==> config.mk <==
export PLATFORM = sky130hd
export DESIGN_NAME = prot_cordic_cell
export DESIGN_NICKNAME = d
export VERILOG_FILES = /design/src/rtl/prot_pkg.sv /design/src/rtl/prot_cordic_cell.sv
export SDC_FILE = /design/constraint.sdc
export NUM_CORES = 1
export LEC_CHECK = 0
export BUFFER_PORTS_ARGS = -buffer_cell sky130_fd_sc_hd__buf_4
export CELL_PAD_IN_SITES_DETAIL_PLACEMENT = 2
export CELL_PAD_IN_SITES_GLOBAL_PLACEMENT = 2
export CORE_MARGIN = 2
export CORE_UTILIZATION = 33
export CTS_CLUSTER_DIAMETER = 100
export CTS_CLUSTER_SIZE = 28
export DETAILED_ROUTE_END_ITERATION = 6
export HOLD_SLACK_MARGIN = 0.08
export MAX_ROUTING_LAYER = met4
export PLACE_DENSITY_LB_ADDON = 0.1
export SLEW_MARGIN = 20
export SYNTH_ARGS = -nofsm -noshare
export SYNTH_HDL_FRONTEND = slang
export SYNTH_SLANG_ARGS = --single-unit
==> constraint.sdc <==
create_clock -name clk -period 6.4 [get_ports clk]
set_input_delay 0.64 -clock clk [delete_from_list [all_inputs] [get_ports clk]]
set_output_delay 0.64 -clock clk [all_outputs]
set_load 0.01 [all_outputs]
==> src/rtl/prot_pkg.sv <==
// ----------------------------------------------------------------------------
// prot_pkg: shared types and constants of the point rotator
// Payload structs, fixed-point constants and the arctangent table of the
// rotation-mode CORDIC chain.
// ----------------------------------------------------------------------------
package prot_pkg;

	// field widths
	localparam int ANGLE_W    = 26;
	localparam int COORD_IN_W = 32;
	localparam int OUT_W      = 24;

	// CORDIC vector and angle widths, Q30
	localparam int ROT_W     = 32;
	localparam int PROD_W    = 54;
	localparam int RAD_SHIFT = 18;
	localparam int ZW        = PROD_W - RAD_SHIFT;

	// coordinate Q16 times trig Q30
	localparam int FRAC_W = 46;

	// register port
	localparam int DATA_W      = 32;
	localparam int PADDR_W     = 3;
	localparam int REG_IDX_LSB = 2;
	localparam logic [0:0] REG_ANGLE = 1'b0;

	// degrees to radians with pi = 3.1415, Q0.32
	localparam logic signed [27:0] DEG_TO_RAD_Q32 = 28'sd74959110;
	localparam logic signed [PROD_W-1:0] ROUND_Q48 = PROD_W'(64'sd131072);

	localparam logic signed [ZW-1:0] PI_Z      = 36'sd3373259426;
	localparam logic signed [ZW-1:0] TWO_PI_Z  = 36'sd6746518852;
	localparam logic signed [ZW-1:0] HALF_PI_Z = 36'sd1686629713;
	localparam logic signed [ROT_W-1:0] HALF_PI_R = 32'sd1686629713;

	localparam logic signed [ROT_W-1:0] GAIN_Q30 = 32'sd652032874;

	localparam logic signed [OUT_W-1:0] OUT_MAX = 24'sd8388607;
	localparam logic signed [OUT_W-1:0] OUT_MIN = -24'sd8388608;

	typedef struct packed {
		logic signed [COORD_IN_W-1:0] x_coord;
		logic signed [COORD_IN_W-1:0] y_coord;
	} point_t;

	typedef struct packed {
		logic signed [OUT_W-1:0] x_hundredths;
		logic signed [OUT_W-1:0] y_hundredths;
	} result_t;

	// CORDIC state handed from cell to cell
	typedef struct packed {
		logic                    flip;
		logic signed [ROT_W-1:0] cx;
		logic signed [ROT_W-1:0] cy;
		logic signed [ROT_W-1:0] z;
	} rot_t;

	// atan(2^-k) in Q30, truncated
	function automatic logic signed [ROT_W-1:0] atan_q30(input logic [4:0] k);
		logic signed [ROT_W-1:0] a;
		case (k)
			5'd0:  a = 32'sh3243F6A8;
			5'd1:  a = 32'sh1DAC6705;
			5'd2:  a = 32'sh0FADBAFC;
			5'd3:  a = 32'sh07F56EA6;
			5'd4:  a = 32'sh03FEAB76;
			5'd5:  a = 32'sh01FFD55B;
			5'd6:  a = 32'sh00FFFAAA;
			5'd7:  a = 32'sh007FFF55;
			5'd8:  a = 32'sh003FFFEA;
			5'd9:  a = 32'sh001FFFFD;
			5'd10: a = 32'sh000FFFFF;
			5'd11: a = 32'sh0007FFFF;
			5'd12: a = 32'sh0003FFFF;
			5'd13: a = 32'sh0001FFFF;
			5'd14: a = 32'sh0000FFFF;
			5'd15: a = 32'sh00007FFF;
			5'd16: a = 32'sh00003FFF;
			5'd17: a = 32'sh00001FFF;
			5'd18: a = 32'sh00000FFF;
			5'd19: a = 32'sh000007FF;
			5'd20: a = 32'sh000003FF;
			5'd21: a = 32'sh000001FF;
			5'd22: a = 32'sh000000FF;
			5'd23: a = 32'sh0000007F;
			5'd24: a = 32'sh0000003F;
			5'd25: a = 32'sh0000001F;
			5'd26: a = 32'sh0000000F;
			5'd27: a = 32'sh00000008;
			5'd28: a = 32'sh00000004;
			5'd29: a = 32'sh00000002;
			5'd30: a = 32'sh00000001;
			default: a = '0;
		endcase
		return a;
	endfunction

endpackage

==> src/rtl/prot_cordic_cell.sv <==
// ----------------------------------------------------------------------------
// prot_cordic_cell: one rotation-mode CORDIC micro-rotation
// Holds one vector and its point, rotates it by +-atan(2^-k) and hands it
// to the next cell; the shift k is fixed per cell.
// ----------------------------------------------------------------------------
module prot_cordic_cell import prot_pkg::*; #(
	parameter int CW    = 32,
	parameter int STAGE = 0
) (
	input  logic                 clk,
	input  logic                 arst_n,
	input  logic                 up_valid,
	output logic                 up_ready,
	input  rot_t                 up_rot,
	input  logic signed [CW-1:0] up_px,
	input  logic signed [CW-1:0] up_py,
	output logic                 dn_valid,
	input  logic                 dn_ready,
	output rot_t                 dn_rot,
	output logic signed [CW-1:0] dn_px,
	output logic signed [CW-1:0] dn_py
);

	// only the low five bits of the stage index count
	localparam logic [4:0] SHIFT = 5'(STAGE);

	logic                    valid_q;
	rot_t                    rot_q, rot_next;
	logic signed [CW-1:0]    px_q, py_q;
	logic signed [ROT_W-1:0] dx, dy, da;

	assign dx = up_rot.cy >>> SHIFT;
	assign dy = up_rot.cx >>> SHIFT;
	assign da = atan_q30(SHIFT);

	// zero residual counts as positive
	always_comb begin
		rot_next.flip = up_rot.flip;
		if (!up_rot.z[ROT_W-1]) begin
			rot_next.cx = up_rot.cx - dx;
			rot_next.cy = up_rot.cy + dy;
			rot_next.z  = up_rot.z - da;
		end else begin
			rot_next.cx = up_rot.cx + dx;
			rot_next.cy = up_rot.cy - dy;
			rot_next.z  = up_rot.z + da;
		end
	end

	assign up_ready = !valid_q || dn_ready;

	always_ff @(posedge clk or negedge arst_n) begin
		if (!arst_n) begin
			valid_q <= 1'b0;
		end else if (up_ready) begin
			valid_q <= up_valid;
		end
	end

	always_ff @(posedge clk) begin
		if (up_ready && up_valid) begin
			rot_q <= rot_next;
			px_q  <= up_px;
			py_q  <= up_py;
		end
	end

	assign dn_valid = valid_q;
	assign dn_rot   = rot_q;
	assign dn_px    = px_q;
	assign dn_py    = py_q;

`ifndef SYNTHESIS
	a_cell_hold: assert property (@(posedge clk) disable iff (!arst_n)
		valid_q && !dn_ready |=> valid_q && $stable(rot_q) && $stable(px_q) && $stable(py_q))
		else $error("cordic cell lost its vector while stalled");
`endif

endmodule

==> flow_summary_export.csv <==
group,metric,value,unit
power_and_ir_drop,p_per_area,231,nW/µm²
critical_path,end_kind,"register",
critical_path,critPathLaunchType,"input port",
power_and_ir_drop,finalPower,3.48,mW
critical_path,path_max_fanout,13,
sta,setup_violations,0,
clock_tree,cts_root_buf,"clkbuf_16",
sta,worst_pin_slew,992,ps
grt,antenna_found_initial,0,
placed_design,place_area,14500,µm²
yosys,netlist.area_leader.share,41.2,%
cells_and_area,area_growth_syn_to_layout,29.4,%
floorplan,start_util,33.6,%
sta,rsz0062_at_grt,"no",
clock_tree,post_cts_buffers,0,
clock_tree,clk_pin_slew,70,ps
drt,vias,10352,
hold_path,hp-class,"in2reg",
grt,grt_pass1_wl,69.4,mm
drt,first_pass_iters,5,
run,maxCapViolCount,0,
grt,grt_pass1_vias,11100,
yosys,avgSynthCellArea,10.1,µm²
drt,post-route-drc-count,0,
floorplan,std_cell_rows,68,
grt,global_route.usage.total,26.1,%
clock_tree,insertion_delay,440,ps
clock_tree,clock-sinks,161,
sta,period_needed,3660,ps
drt,drt_wl_total,47.4,mm
power_and_ir_drop,p_leak,6.58,nW
clock_tree,cts_buffers,17,
cells_and_area,final_area,15100,µm²
drt,initialDrtViolationCount,493,
yosys,synth_area,11700,µm²
yosys,async_flop_share,0.621,%
outcome,status,"finished, final reports clean",
critical_path,worst_path_max_delay_cell,"a2111oi_1",
floorplan,core_area,34700,µm²
yosys,synth_top_flop_cell,"edfxtp_1",
cells_and_area,post-route-util,43.5,%
yosys,synthCells,1158,
yosys,synthTopCellsByArea,"edfxtp_1 (41%), ha_1 (13%), xnor2_1 (5.0%)",
sta,fmax,273,MHz
sta,slew_viol_final,0,
yosys,syn_nets,1448,
clock_tree,cts_tree,"done",
sta,hold_viol,0,
yosys,ys_warn_count,0,
critical_path,rrSetupSlack,3950,ps
yosys,synth-seq-cells,161,
yosys,synth_edf_count,160,
sta,fin_worst_skew,9.86,ps
critical_path,crit_chain,"buf_4 > inv_1 > ha_1 > nor2_1 > a2111oi_1 > a21boi_0 > o41ai_1 > o31a_1 > a21bo_1 > a211oi_2 > o21ai_1 > xor2_1",
yosys,yosysSeqAreaShare,41.4,%
cells_and_area,antennaDiodeCount,0,
power_and_ir_drop,ir_drop,0.180,mV
critical_path,worstPathArrival,3830,ps
sta,post-route-period-util,57.1,%
cells_and_area,drive_gt1_share,26.6,%
grt,grt_start_max_net_pins,72,
floorplan,die_y,192,µm
clock_tree,clock_path_buffers,2,
drt,postRouteAntennaNets,0,
sta,finalSetupTns,0,ps
critical_path,path_class,"in2reg",
cells_and_area,fin_nets,1752,
placed_design,io_buffers,327,
drt,vias_per_cell,5.36,
floorplan,fp.dieW,192,µm
cells_and_area,final_common_cell,"buf_4",
yosys,yosysTopAreaCell,"edfxtp_1",
floorplan,pin_count,328,
yosys,synth_cell_types,80,
placed_design,dp_hpwl,37.8,mm
sta,slew_headroom,33.9,%
critical_path,slowest_delay,680,ps
clock_tree,htreeDepth,4,
floorplan,die_area,36900,µm²
grt,grt-ovfl-total,0,
cells_and_area,final_cell_mix,"buf_4 (331), edfxtp_1 (160), ha_1 (121)",
placed_design,gp_congestion,0.897,
critical_path,required,6570,ps
drt,wl_per_cell,24.6,µm
stage by stage:
stage / setup slack, ps / cells / hold slack (ps)
after CTS: 2800 / 1930 / 347
after floorplan: 1340 / 1158 / 344
after detailed placement: 2320 / 1897 / 417
final: 2740 / 1930 / 364
after global routing: 2530 / 1930 / 348
after global placement: 2340 / 1897 / 416
worst paths after layout:
path                            startpoint         end  depth (start not counted)
worst max register to register    dn_valid   dn_rot[5]                          3
min in group asynchronous           arst_n    dn_valid                          2
worst min register to register    dn_valid    dn_valid                          2
worst max-delay path            up_rot[47]  dn_rot[63]                         12
max in group asynchronous           arst_n    dn_valid                          2
worst min-delay path             up_py[22]   dn_py[22]                          1
routing by layer:
layer | wire [µm] | vias up | part of all wire [%] | global-route usage [%]
met5 | 0 | - | 0 | -
met4 | 1440 | 0 | 3.0 | 9.37
met3 | 2790 | 58 | 5.9 | 5.15
met2 | 24600 | 278 | 52 | 46.7
met1 | 18700 | 5174 | 39 | 28.6
li1 | - | 4842 | - | -
timing repair:
item | in CTS | in global routing
hold endpoints to repair | 1 | 0
resized for setup | 0 | 0
hold buffers | 1 | 0
cell type report:
| cell class | count | area (µm²) |
|---|---|---|
| fill | 3792 | 19600 |
| multi-input combinational | 851 | 6250 |
| sequential | 161 | 4830 |
| timing repair buffer | 332 | 2490 |
| tap | 455 | 569 |
| clock buffer | 19 | 433 |
| inverter | 99 | 374 |
| clock inverter | 13 | 151 |
worst max-delay path, delay by kind of cell:
kind            cells  cell delay (ps)
fa+ha+maj           1              620
buf+inv             2              130
simple gates        1              250
xor+xnor            1              170
compound gates      7             2000
flip-flops by register name, indices dropped and copies added (netlist names):
register,cells
dn_rot,96
dn_px,32
dn_py,32
dn_valid,1
cell usage after synthesis (all sizes together) (18+ instances only):
cell type,count
o31ai,20
xnor2,67
nand2,50
nand3,18
a21oi,120
ha,121
a211oi,18
buf,23
inv,96
o21ai,71
edfxtp,160
nor2,75
a21o,39
o21bai,22
nor3,21
nand2b,18
clkbuf,24
logic make-up (layout without fill, tap and decap cells):
group | count (synthesis) | in the layout | share of synthesized area [%]
compound gates | 391 | 391 | 22.6
xor+xnor | 83 | 83 | 6.23
fa+ha+maj | 125 | 125 | 13.7
buf+inv | 146 | 463 | 5.12
flops | 161 | 161 | 41.4
mux | 13 | 13 | 1.11
simple gates | 239 | 239 | 9.89
where the power goes:
part	internal [mW]	switching, mW
registers	1.30	0.0401
clock network	0.584	0.471
logic	0.448	0.641
Note: power is estimated with default switching activity, not from simulation.
